**src/hdl/slxfd_pkg.sv**
```systemverilog
`timescale 1ns / 1ps
`default_nettype none
package slxfd_pkg;

    localparam logic [7:0] SYNC_FIRST  = 8'hAA;
    localparam logic [7:0] SYNC_SECOND = 8'h55;

    // Largest audio frame that may produce results.
    localparam int MAX_RESULTS = 64;
    localparam int JOB_LEN_W   = 7;

    localparam logic [1:0] KIND_WAKEUP  = 2'd0;
    localparam logic [1:0] KIND_COMMAND = 2'd1;
    localparam logic [1:0] KIND_AUDIO   = 2'd2;
    localparam logic [1:0] KIND_STATUS  = 2'd3;

    localparam logic [2:0] REG_WAKEUP  = 3'd0;
    localparam logic [2:0] REG_COMMAND = 3'd1;
    localparam logic [2:0] REG_AUDIO   = 3'd2;
    localparam logic [2:0] REG_STATUS  = 3'd3;
    localparam logic [2:0] REG_ENABLE  = 3'd4;

    typedef struct packed {
        logic [7:0] wakeup_code;
        logic [7:0] command_code;
        logic [7:0] audio_code;
        logic [7:0] status_code;
        logic [3:0] enable;
    } t_cfg;

    // One finished frame handed from the parser to the result sequencer.
    typedef struct packed {
        logic [1:0]           kind;
        logic [JOB_LEN_W-1:0] count;
        logic [15:0]          value;
    } t_job;

    typedef struct packed {
        logic store_busy;
        logic q_full;
    } t_front_hold;

endpackage
`default_nettype wire

```
**src/hdl/slxfd_ram.sv**
```systemverilog
`timescale 1ns / 1ps
`default_nettype none
module slxfd_ram #(
    parameter int WIDTH = 8,
    parameter int DEPTH = 64
) (
    input  wire logic                     i_clk,
    input  wire logic                     i_wr_en,
    input  wire logic [$clog2(DEPTH)-1:0] i_wr_addr,
    input  wire logic [WIDTH-1:0]         i_wr_data,
    input  wire logic                     i_rd_en,
    input  wire logic [$clog2(DEPTH)-1:0] i_rd_addr,
    output logic      [WIDTH-1:0]         o_rd_data
);

    logic [WIDTH-1:0] r_mem [DEPTH];

    always_ff @(posedge i_clk) begin
        if (i_wr_en) begin
            r_mem[i_wr_addr] <= i_wr_data;
        end
        if (i_rd_en) begin
            o_rd_data <= r_mem[i_rd_addr];
        end
    end

endmodule
`default_nettype wire

```
**src/hdl/slxfd_queue.sv**
```systemverilog
`timescale 1ns / 1ps
`default_nettype none
module slxfd_queue
    import slxfd_pkg::*;
(
    input  wire logic i_clk,
    input  wire logic i_rst_n,
    input  wire logic i_push,
    input  wire t_job i_job,
    input  wire logic i_pop,
    output t_job      o_job,
    output logic      o_empty,
    output logic      o_full
);

    t_job       r_mem [2];
    logic       r_wr_ptr;
    logic       r_rd_ptr;
    logic [1:0] r_count;
    logic [1:0] n_count;

    assign o_job   = r_mem[r_rd_ptr];
    assign o_empty = (r_count == 2'd0);
    assign o_full  = (r_count == 2'd2);

    always_comb begin
        n_count = r_count;
        if (i_push && !i_pop) begin
            n_count = r_count + 2'd1;
        end else if (i_pop && !i_push) begin
            n_count = r_count - 2'd1;
        end
    end

    always_ff @(posedge i_clk) begin
        if (!i_rst_n) begin
            r_wr_ptr <= 1'b0;
            r_rd_ptr <= 1'b0;
            r_count  <= 2'd0;
        end else begin
            r_count <= n_count;
            if (i_push) begin
                r_wr_ptr <= !r_wr_ptr;
            end
            if (i_pop) begin
                r_rd_ptr <= !r_rd_ptr;
            end
        end
    end

    always_ff @(posedge i_clk) begin
        if (i_push) begin
            r_mem[r_wr_ptr] <= i_job;
        end
    end

endmodule
`default_nettype wire

```
**src/hdl/slxfd_front.sv**
```systemverilog
`timescale 1ns / 1ps
`default_nettype none
module slxfd_front
    import slxfd_pkg::*;
#(
    parameter int STORE_DEPTH = 64
) (
    input  wire logic                           i_clk,
    input  wire logic                           i_rst_n,
    input  wire t_cfg                           i_cfg,
    input  wire t_front_hold                    i_hold,
    input  wire logic                           i_valid,
    output logic                                o_ready,
    input  wire logic [7:0]                     i_byte,
    output logic                                o_push,
    output t_job                                o_job,
    output logic                                o_wr_en,
    output logic      [$clog2(STORE_DEPTH)-1:0] o_wr_addr,
    output logic      [7:0]                     o_wr_data
);

    localparam int ADDR_W = $clog2(STORE_DEPTH);

    localparam logic [2:0] PH_HUNT  = 3'd0;
    localparam logic [2:0] PH_SYNC2 = 3'd1;
    localparam logic [2:0] PH_TYPE  = 3'd2;
    localparam logic [2:0] PH_LENHI = 3'd3;
    localparam logic [2:0] PH_LENLO = 3'd4;
    localparam logic [2:0] PH_BODY  = 3'd5;
    localparam logic [2:0] PH_CHECK = 3'd6;

    logic [2:0]  r_phase,  n_phase;
    logic [7:0]  r_type,   n_type;
    logic [15:0] r_length, n_length;
    logic [15:0] r_count,  n_count;
    logic [7:0]  r_xor,    n_xor;
    logic [7:0]  r_b0,     n_b0;
    logic [7:0]  r_b1,     n_b1;

    logic accept;
    logic frame_ok;
    t_job job;

    // Body bytes wait while the sequencer may still read the body store.
    assign o_ready = !((r_phase == PH_BODY && i_hold.store_busy) ||
                       (r_phase == PH_CHECK && i_hold.q_full));
    assign accept  = i_valid && o_ready;

    assign o_wr_addr = r_count[ADDR_W-1:0];
    assign o_wr_data = i_byte;
    assign o_wr_en   = accept && (r_phase == PH_BODY) && (r_count < 16'(STORE_DEPTH));

    // Classify the frame; the first matching type code wins.
    always_comb begin
        frame_ok   = 1'b0;
        job.kind   = KIND_WAKEUP;
        job.count  = JOB_LEN_W'(1);
        job.value  = {r_b0, r_b1};
        if (r_type == i_cfg.wakeup_code) begin
            frame_ok = i_cfg.enable[0] && (r_length == 16'd2);
        end else if (r_type == i_cfg.command_code) begin
            job.kind = KIND_COMMAND;
            frame_ok = i_cfg.enable[1] && (r_length == 16'd2);
        end else if (r_type == i_cfg.audio_code) begin
            job.kind  = KIND_AUDIO;
            job.count = r_length[JOB_LEN_W-1:0];
            frame_ok  = i_cfg.enable[2] && (r_length != 16'd0) &&
                        (r_length <= 16'(STORE_DEPTH));
        end else if (r_type == i_cfg.status_code) begin
            job.kind  = KIND_STATUS;
            job.value = {8'h00, r_b0};
            frame_ok  = i_cfg.enable[3] && (r_length == 16'd1);
        end
    end

    assign o_job  = job;
    assign o_push = accept && (r_phase == PH_CHECK) && (i_byte == r_xor) && frame_ok;

    always_comb begin
        n_phase  = r_phase;
        n_type   = r_type;
        n_length = r_length;
        n_count  = r_count;
        n_xor    = r_xor;
        n_b0     = r_b0;
        n_b1     = r_b1;
        if (accept) begin
            unique case (r_phase)
                PH_SYNC2: begin
                    if (i_byte == SYNC_SECOND) begin
                        n_xor   = SYNC_FIRST ^ SYNC_SECOND;
                        n_phase = PH_TYPE;
                    end else if (i_byte != SYNC_FIRST) begin
                        n_phase = PH_HUNT;
                    end
                end
                PH_TYPE: begin
                    n_type  = i_byte;
                    n_xor   = r_xor ^ i_byte;
                    n_phase = PH_LENHI;
                end
                PH_LENHI: begin
                    n_length = {i_byte, 8'h00};
                    n_xor    = r_xor ^ i_byte;
                    n_phase  = PH_LENLO;
                end
                PH_LENLO: begin
                    n_length = {r_length[15:8], i_byte};
                    n_xor    = r_xor ^ i_byte;
                    n_count  = 16'd0;
                    n_phase  = ({r_length[15:8], i_byte} == 16'd0) ? PH_CHECK : PH_BODY;
                end
                PH_BODY: begin
                    if (r_count == 16'd0) begin
                        n_b0 = i_byte;
                    end
                    if (r_count == 16'd1) begin
                        n_b1 = i_byte;
                    end
                    n_xor   = r_xor ^ i_byte;
                    n_count = r_count + 16'd1;
                    if (n_count >= r_length) begin
                        n_phase = PH_CHECK;
                    end
                end
                PH_CHECK: begin
                    n_xor   = 8'h00;
                    n_count = 16'd0;
                    n_phase = PH_HUNT;
                end
                default: begin
                    n_phase = (i_byte == SYNC_FIRST) ? PH_SYNC2 : PH_HUNT;
                end
            endcase
        end
    end

    always_ff @(posedge i_clk) begin
        if (!i_rst_n) begin
            r_phase  <= PH_HUNT;
            r_type   <= 8'h00;
            r_length <= 16'd0;
            r_count  <= 16'd0;
            r_xor    <= 8'h00;
        end else begin
            r_phase  <= n_phase;
            r_type   <= n_type;
            r_length <= n_length;
            r_count  <= n_count;
            r_xor    <= n_xor;
        end
    end

    always_ff @(posedge i_clk) begin
        r_b0 <= n_b0;
        r_b1 <= n_b1;
    end

endmodule
`default_nettype wire

```
**src/hdl/slxfd_back.sv**
```systemverilog
`timescale 1ns / 1ps
`default_nettype none
module slxfd_back
    import slxfd_pkg::*;
#(
    parameter int STORE_DEPTH = 64
) (
    input  wire logic                           i_clk,
    input  wire logic                           i_rst_n,
    input  wire logic                           i_empty,
    input  wire t_job                           i_job,
    output logic                                o_pop,
    output logic                                o_busy,
    output logic                                o_rd_en,
    output logic      [$clog2(STORE_DEPTH)-1:0] o_rd_addr,
    input  wire logic [7:0]                     i_rd_data,
    output logic                                o_valid,
    input  wire logic                           i_ready,
    output logic      [1:0]                     o_kind,
    output logic      [15:0]                    o_value,
    output logic                                o_last
);

    localparam int ADDR_W = $clog2(STORE_DEPTH);

    localparam logic [1:0] BK_IDLE = 2'd0;
    localparam logic [1:0] BK_ONE  = 2'd1;
    localparam logic [1:0] BK_READ = 2'd2;
    localparam logic [1:0] BK_DATA = 2'd3;

    logic [1:0]        r_state, n_state;
    t_job              r_job,   n_job;
    logic [ADDR_W-1:0] r_idx,   n_idx;
    logic              r_valid, n_valid;
    logic [1:0]        r_kind,  n_kind;
    logic [15:0]       r_value, n_value;
    logic              r_last,  n_last;
    logic              out_free;
    logic              idx_last;

    assign out_free  = !r_valid || i_ready;
    assign idx_last  = (JOB_LEN_W'(r_idx) == (r_job.count - JOB_LEN_W'(1)));
    assign o_busy    = (r_state != BK_IDLE);
    assign o_rd_addr = r_idx;
    assign o_valid   = r_valid;
    assign o_kind    = r_kind;
    assign o_value   = r_value;
    assign o_last    = r_last;

    always_comb begin
        n_state = r_state;
        n_job   = r_job;
        n_idx   = r_idx;
        n_valid = r_valid;
        n_kind  = r_kind;
        n_value = r_value;
        n_last  = r_last;
        o_pop   = 1'b0;
        o_rd_en = 1'b0;
        if (r_valid && i_ready) begin
            n_valid = 1'b0;
        end
        unique case (r_state)
            BK_IDLE: begin
                if (!i_empty) begin
                    o_pop   = 1'b1;
                    n_job   = i_job;
                    n_idx   = '0;
                    n_state = (i_job.kind == KIND_AUDIO) ? BK_READ : BK_ONE;
                end
            end
            BK_ONE: begin
                if (out_free) begin
                    n_valid = 1'b1;
                    n_kind  = r_job.kind;
                    n_value = r_job.value;
                    n_last  = 1'b1;
                    n_state = BK_IDLE;
                end
            end
            BK_READ: begin
                o_rd_en = 1'b1;
                n_state = BK_DATA;
            end
            BK_DATA: begin
                // The read data holds until the next read is issued.
                if (out_free) begin
                    n_valid = 1'b1;
                    n_kind  = KIND_AUDIO;
                    n_value = {8'h00, i_rd_data};
                    n_last  = idx_last;
                    if (idx_last) begin
                        n_state = BK_IDLE;
                    end else begin
                        n_idx   = r_idx + ADDR_W'(1);
                        n_state = BK_READ;
                    end
                end
            end
            default: begin
                n_state = BK_IDLE;
            end
        endcase
    end

    always_ff @(posedge i_clk) begin
        if (!i_rst_n) begin
            r_state <= BK_IDLE;
            r_valid <= 1'b0;
        end else begin
            r_state <= n_state;
            r_valid <= n_valid;
        end
    end

    always_ff @(posedge i_clk) begin
        r_job   <= n_job;
        r_idx   <= n_idx;
        r_kind  <= n_kind;
        r_value <= n_value;
        r_last  <= n_last;
    end

endmodule
`default_nettype wire

```
**src/hdl/sync_length_xor_frame_decoder_top.sv**
```systemverilog
// Frame decoder for a received serial byte stream.
// The s_ channel takes one received byte per item. The parser hunts for the
// sync pair 0xAA 0x55, reads type, big-endian length, body and an XOR
// checksum, and hands each good, enabled frame to a result sequencer through
// a two-entry queue. The m_ channel gives one item per result: the value in
// tdata, the kind in tuser and the final result of a frame marked by tlast.
// Header and length bytes are never held; the checksum byte waits while the
// queue is full. Body bytes are taken one per cycle while the sequencer is
// idle and the queue empty; while an earlier frame may still read the body
// store they wait. An id or status result passes through the queue and the
// sequencer into the output register; each audio result takes a store read
// and an output load. When the receiver holds m_tready low the output
// register holds its item and the sequencer, then the parser, stall behind it.
// Reset clears the parser to hunting, empties the queue and restores the
// type code and enable registers, written through the APB port at 4*index.
`timescale 1ns / 1ps
`default_nettype none
module sync_length_xor_frame_decoder_top
    import slxfd_pkg::*;
#(
    parameter int BODY_DEPTH = 64
) (
    input  wire logic        i_clk,
    input  wire logic        i_rst_n,
    input  wire logic        s_tvalid,
    output logic             s_tready,
    input  wire logic [7:0]  s_tdata,   // [7:0] rx_byte
    output logic             m_tvalid,
    input  wire logic        m_tready,
    output logic      [15:0] m_tdata,   // [15:0] event_value
    output logic      [1:0]  m_tuser,   // [1:0] event_kind
    output logic             m_tlast,
    input  wire logic        psel,
    input  wire logic        penable,
    input  wire logic        pwrite,
    input  wire logic [4:0]  paddr,
    input  wire logic [31:0] pwdata,
    output logic      [31:0] prdata,
    output logic             pready
);

    localparam int STORE_DEPTH = (BODY_DEPTH < MAX_RESULTS) ? BODY_DEPTH : MAX_RESULTS;
    localparam int ADDR_W      = $clog2(STORE_DEPTH);

    t_cfg              r_cfg;
    t_front_hold       hold;
    t_job              push_job;
    t_job              head_job;
    logic              push;
    logic              pop;
    logic              q_empty;
    logic              q_full;
    logic              back_busy;
    logic              wr_en;
    logic [ADDR_W-1:0] wr_addr;
    logic [7:0]        wr_data;
    logic              rd_en;
    logic [ADDR_W-1:0] rd_addr;
    logic [7:0]        rd_data;
    logic              cfg_write;

    assign pready    = 1'b1;
    assign cfg_write = psel && penable && pwrite && pready;

    always_ff @(posedge i_clk) begin
        if (!i_rst_n) begin
            r_cfg.wakeup_code  <= 8'd1;
            r_cfg.command_code <= 8'd2;
            r_cfg.audio_code   <= 8'd3;
            r_cfg.status_code  <= 8'd4;
            r_cfg.enable       <= 4'hF;
        end else if (cfg_write) begin
            unique case (paddr[4:2])
                REG_WAKEUP:  r_cfg.wakeup_code  <= pwdata[7:0];
                REG_COMMAND: r_cfg.command_code <= pwdata[7:0];
                REG_AUDIO:   r_cfg.audio_code   <= pwdata[7:0];
                REG_STATUS:  r_cfg.status_code  <= pwdata[7:0];
                REG_ENABLE:  r_cfg.enable       <= pwdata[3:0];
                default: begin
                end
            endcase
        end
    end

    always_comb begin
        unique case (paddr[4:2])
            REG_WAKEUP:  prdata = {24'h0, r_cfg.wakeup_code};
            REG_COMMAND: prdata = {24'h0, r_cfg.command_code};
            REG_AUDIO:   prdata = {24'h0, r_cfg.audio_code};
            REG_STATUS:  prdata = {24'h0, r_cfg.status_code};
            REG_ENABLE:  prdata = {28'h0, r_cfg.enable};
            default:     prdata = 32'h0;
        endcase
    end

    assign hold.store_busy = back_busy || !q_empty;
    assign hold.q_full     = q_full;

    slxfd_front #(
        .STORE_DEPTH(STORE_DEPTH)
    ) u_front (
        .i_clk    (i_clk),
        .i_rst_n  (i_rst_n),
        .i_cfg    (r_cfg),
        .i_hold   (hold),
        .i_valid  (s_tvalid),
        .o_ready  (s_tready),
        .i_byte   (s_tdata),
        .o_push   (push),
        .o_job    (push_job),
        .o_wr_en  (wr_en),
        .o_wr_addr(wr_addr),
        .o_wr_data(wr_data)
    );

    slxfd_ram #(
        .WIDTH(8),
        .DEPTH(STORE_DEPTH)
    ) u_store (
        .i_clk    (i_clk),
        .i_wr_en  (wr_en),
        .i_wr_addr(wr_addr),
        .i_wr_data(wr_data),
        .i_rd_en  (rd_en),
        .i_rd_addr(rd_addr),
        .o_rd_data(rd_data)
    );

    slxfd_queue u_queue (
        .i_clk  (i_clk),
        .i_rst_n(i_rst_n),
        .i_push (push),
        .i_job  (push_job),
        .i_pop  (pop),
        .o_job  (head_job),
        .o_empty(q_empty),
        .o_full (q_full)
    );

    slxfd_back #(
        .STORE_DEPTH(STORE_DEPTH)
    ) u_back (
        .i_clk    (i_clk),
        .i_rst_n  (i_rst_n),
        .i_empty  (q_empty),
        .i_job    (head_job),
        .o_pop    (pop),
        .o_busy   (back_busy),
        .o_rd_en  (rd_en),
        .o_rd_addr(rd_addr),
        .i_rd_data(rd_data),
        .o_valid  (m_tvalid),
        .i_ready  (m_tready),
        .o_kind   (m_tuser),
        .o_value  (m_tdata),
        .o_last   (m_tlast)
    );

`ifndef SYNTHESIS
    a_store_write_idle: assert property (@(posedge i_clk) disable iff (!i_rst_n)
        wr_en |-> !back_busy && q_empty)
        else $error("body store written while the sequencer may read it");

    a_push_not_full: assert property (@(posedge i_clk) disable iff (!i_rst_n)
        push |-> !q_full)
        else $error("frame queued into a full queue");

    a_only_audio_open: assert property (@(posedge i_clk) disable iff (!i_rst_n)
        (m_tvalid && !m_tlast) |-> (m_tuser == KIND_AUDIO))
        else $error("non-audio result without last flag");

    a_pop_when_ready: assert property (@(posedge i_clk) disable iff (!i_rst_n)
        pop |-> !q_empty && !back_busy)
        else $error("queue popped while empty or sequencer busy");
`endif

endmodule
`default_nettype wire

```
**config.mk**
```make
export PLATFORM = sky130hd
export DESIGN_NAME = sync_length_xor_frame_decoder_top
export DESIGN_NICKNAME = d
export VERILOG_FILES = /design/src/hdl/slxfd_pkg.sv /design/src/hdl/slxfd_ram.sv /design/src/hdl/slxfd_queue.sv /design/src/hdl/slxfd_front.sv /design/src/hdl/slxfd_back.sv /design/src/hdl/sync_length_xor_frame_decoder_top.sv
export SDC_FILE = /design/constraint.sdc
export NUM_CORES = 1
export LEC_CHECK = 0
export CAP_MARGIN = 5
export CORE_MARGIN = 4
export CORE_UTILIZATION = 66
export CTS_BUF_LIST = sky130_fd_sc_hd__clkbuf_4 sky130_fd_sc_hd__clkbuf_8
export CTS_CLUSTER_SIZE = 40
export DETAILED_ROUTE_END_ITERATION = 12
export DONT_BUFFER_PORTS = 1
export PLACE_DENSITY = 0.89
export SETUP_SLACK_MARGIN = 0.4
export SKIP_CTS_REPAIR_TIMING = 1
export SYNTH_ARGS = -nofsm -noshare
export SYNTH_HDL_FRONTEND = slang
export SYNTH_SLANG_ARGS = --single-unit
```
**constraint.sdc**
```tcl
create_clock -name i_clk -period 4.9 [get_ports i_clk]
set_clock_uncertainty 0.05 [all_clocks]
set_input_delay 0.98 -clock i_clk [delete_from_list [all_inputs] [get_ports i_clk]]
set_output_delay 0.98 -clock i_clk [all_outputs]
set_load 0.01 [all_outputs]
```
==> reports/results.tsv <==
metric	value	unit
status	complete, no violations	
wl_met1	24800	µm
syn-cell-area	0.0302	mm²
htreeDepth	3	
multiInputGateArea	0.00846	mm²
fin_cells	2505	
path_class	reg -> reg	
die_area	0.0492	mm²
clock_latency	0.71	ns
seq_area	0.0210	mm²
grt_overflow_total	0	
worst_slew_pin_slew	1.31	ns
slew_headroom	12.7	%
cts_max_path_buffers	3	
start_util	66.6	%
clkTransAtPathRegs	0.07	ns
critPathLaunchType	flop	
synthCells	1802	
p_leak	10.6	nW
io-pin-count	106	
post-route-min-period	4.03	ns
final_antenna_net_count	0	
ys_seq_elements	731	
wl_per_cell	29.1	µm
cts-root-buf	clkbuf_8	
synth.yosys.seq_area_share	69.6	%
remaining_drc_errors	0	
drt_iter0_markers	2688	
grt_first_pass_wirelength	111000	µm
grt_max_degree	89	
cpMostUsedCell	nand3_1	
grt_usage	29.9	%
ir_drop	0.000447	V
crit_required	5.49	ns
wl_met3	7610	µm
first_pass_iters	7	
die_w	222	µm
fin_crit_sh	82.3	%
setup_viol	0	
top_layer	met4	
drive_gt1_share	21.5	%
gp_congestion	0.865	
cts_sinks	731	
max_freq	248	MHz
ys_types	64	
io_buffers	0	
fin_ws	0.869	ns
vias_per_cell	6.88	
timing.hold.ws	0.299	ns
critPathMaxFanout	14	
worstSetupEndpointType	flop	
finalNetCount	1896	
syn_to_final_growth	8.26	%
yosysWarnings	0	
drv_slew	0	
p_total	0.0152	W
rsz0062_at_grt	no	
numCtsBuffers	106	
die_y	222	µm
critPathMaxStageDelay	0.67	ns
cts_tree	yes	
final_hold_viol_count	0	
synth-edff-count	636	
p_per_area	466	mW/mm²
slowest_stage	dfxtp_1	
dr_total_vias	17200	
cap_violations	0	
dpl.cell_count	2314	
met2_length	36800	µm
coreArea	0.0453	mm²
first_global_vias	17300	
path_cells	nand3_1 > or3_1 > nor2_1 > nand3_1 > xnor2_1 > ha_1 > a211oi_1 > o221ai_1 > a41o_1 > o21ai_0 > o221a_2	
dp_hpwl	42600	µm
fin_setup_tns	0	ns
synthFlopType	edfxtp_1	
drt_wl_total	72800	µm
path_buf_inv	0	
critical-path-top-delay-family	simple AND/OR/NAND/NOR gates	
antenna_found_initial	0	
num_rows	78	
pre_cts_slack	1.03	ns
ys_async_sr_fraction	0	%
synth.avg_cell_area	16.7	µm²
cp_data_arrival_time	4.62	ns
min_path_type	in -> reg	
fillers	2393	
## state kept, by name, summed over array words and instances (netlist names), 3 cells and up, named ones only
register / cells
u_front.r_phase: 3
u_front.r_b0: 8
u_queue.r_mem: 50
u_back.o_value: 16
r_cfg: 36
u_front.r_b1: 8
u_front.r_type: 8
u_store.r_mem: 512
u_front.r_xor: 8
u_front.r_length: 16
u_store.o_rd_data: 8
u_back.r_job: 25
u_back.o_rd_addr: 6
u_front.r_count: 16
## through the flow
stage,instance area [µm²],util (%)
floorplan,30200,-
CTS,32600,72.1
finish,32700,72.1
global route,32600,72.1
detailed placement,30500,67.4
global placement,30500,67.4
## final cells by class
class	count	share of cell area, %
Timing Repair Buffer	16	0.521
Clock buffer	152	5.70
Antenna cell	1	0.00766
Multi-Input combinational cell	925	25.9
Tap cell	600	2.30
Clock inverter	38	0.774
Sequential cell	731	64.3
Inverter	42	0.483
## power breakdown
| part | switching, W | internal (W) |
|---|---|---|
| Sequential | 0.000325 | 0.00705 |
| Clock | 0.00229 | 0.00259 |
| Combinational | 0.00157 | 0.00140 |
## cell usage in the layout, fill, tap and decap left out, drive strengths merged, types with 31 or more instances in the layout
master / n
nor2: 157
mux4: 160
edfxtp: 636
inv: 45
clkinv: 31
mux2i: 43
a22oi: 38
xnor2: 40
dfxtp: 95
clkbuf: 152
mux2: 44
a21oi: 52
o21ai: 31
nand2: 75
nand3: 39
## cells by family after synthesis
logic type | synth area share, %
flops | 69.6
buf+inv | 2.63
compound gates | 3.52
xor+xnor | 1.97
mux | 15.0
other cells | 0.0249
simple gates | 6.29
fa+ha+maj | 0.913
## final timing paths
check / start / to / slack (ns) / cells after the start
min: i_rst_n / r_cfg[3] / 0.30 / 1
max reg2reg: u_front.r_count[3] / u_front.r_phase[2] / 0.87 / 11
max: u_front.r_count[3] / u_front.r_phase[2] / 0.87 / 11
min reg2reg: u_front.r_xor[3] / u_front.r_xor[3] / 0.43 / 2
## cell usage after synthesis, drive strengths merged, types with 2 or more instances
cell,number,share of area [%]
edfxtp,636,63
or2,6,0.12
o221a,2,0.075
inv,42,0.52
a21oi,52,0.86
and2,22,0.46
or3b,3,0.087
o22ai,7,0.15
mux2,44,1.6
nand4,14,0.29
o21ai,31,0.51
mux2i,43,1.4
a31oi,3,0.062
or4,6,0.16
a221oi,5,0.15
o211ai,3,0.075
a31o,2,0.058
buf,72,1.4
mux4,160,12
xnor2,40,1.2
and3,8,0.17
nor3,19,0.33
nand3,39,0.65
or3,5,0.10
nand2,75,0.93
a41o,2,0.066
a211o,2,0.058
a21o,2,0.050
dfxtp,95,6.3
nor2,157,2.0
o221ai,2,0.079
conb,2,0.025
nor2b,13,0.27
nand2b,7,0.15
o21a,2,0.054
and4,2,0.058
clkbuf,55,0.68
a211oi,3,0.075
xor2,28,0.81
nor4,12,0.25
nand3b,6,0.15
ha,22,0.91
a22oi,38,0.95
## metal layers
layer / track usage [%] / vias to the layer above
met3: 6.42 / 251
met1: 38.8 / 8572
met5: 0 / -
met4: 12.8 / 0
met2: 49.8 / 1389
li1: - / 7030
(Power assumes the default switching activity.)
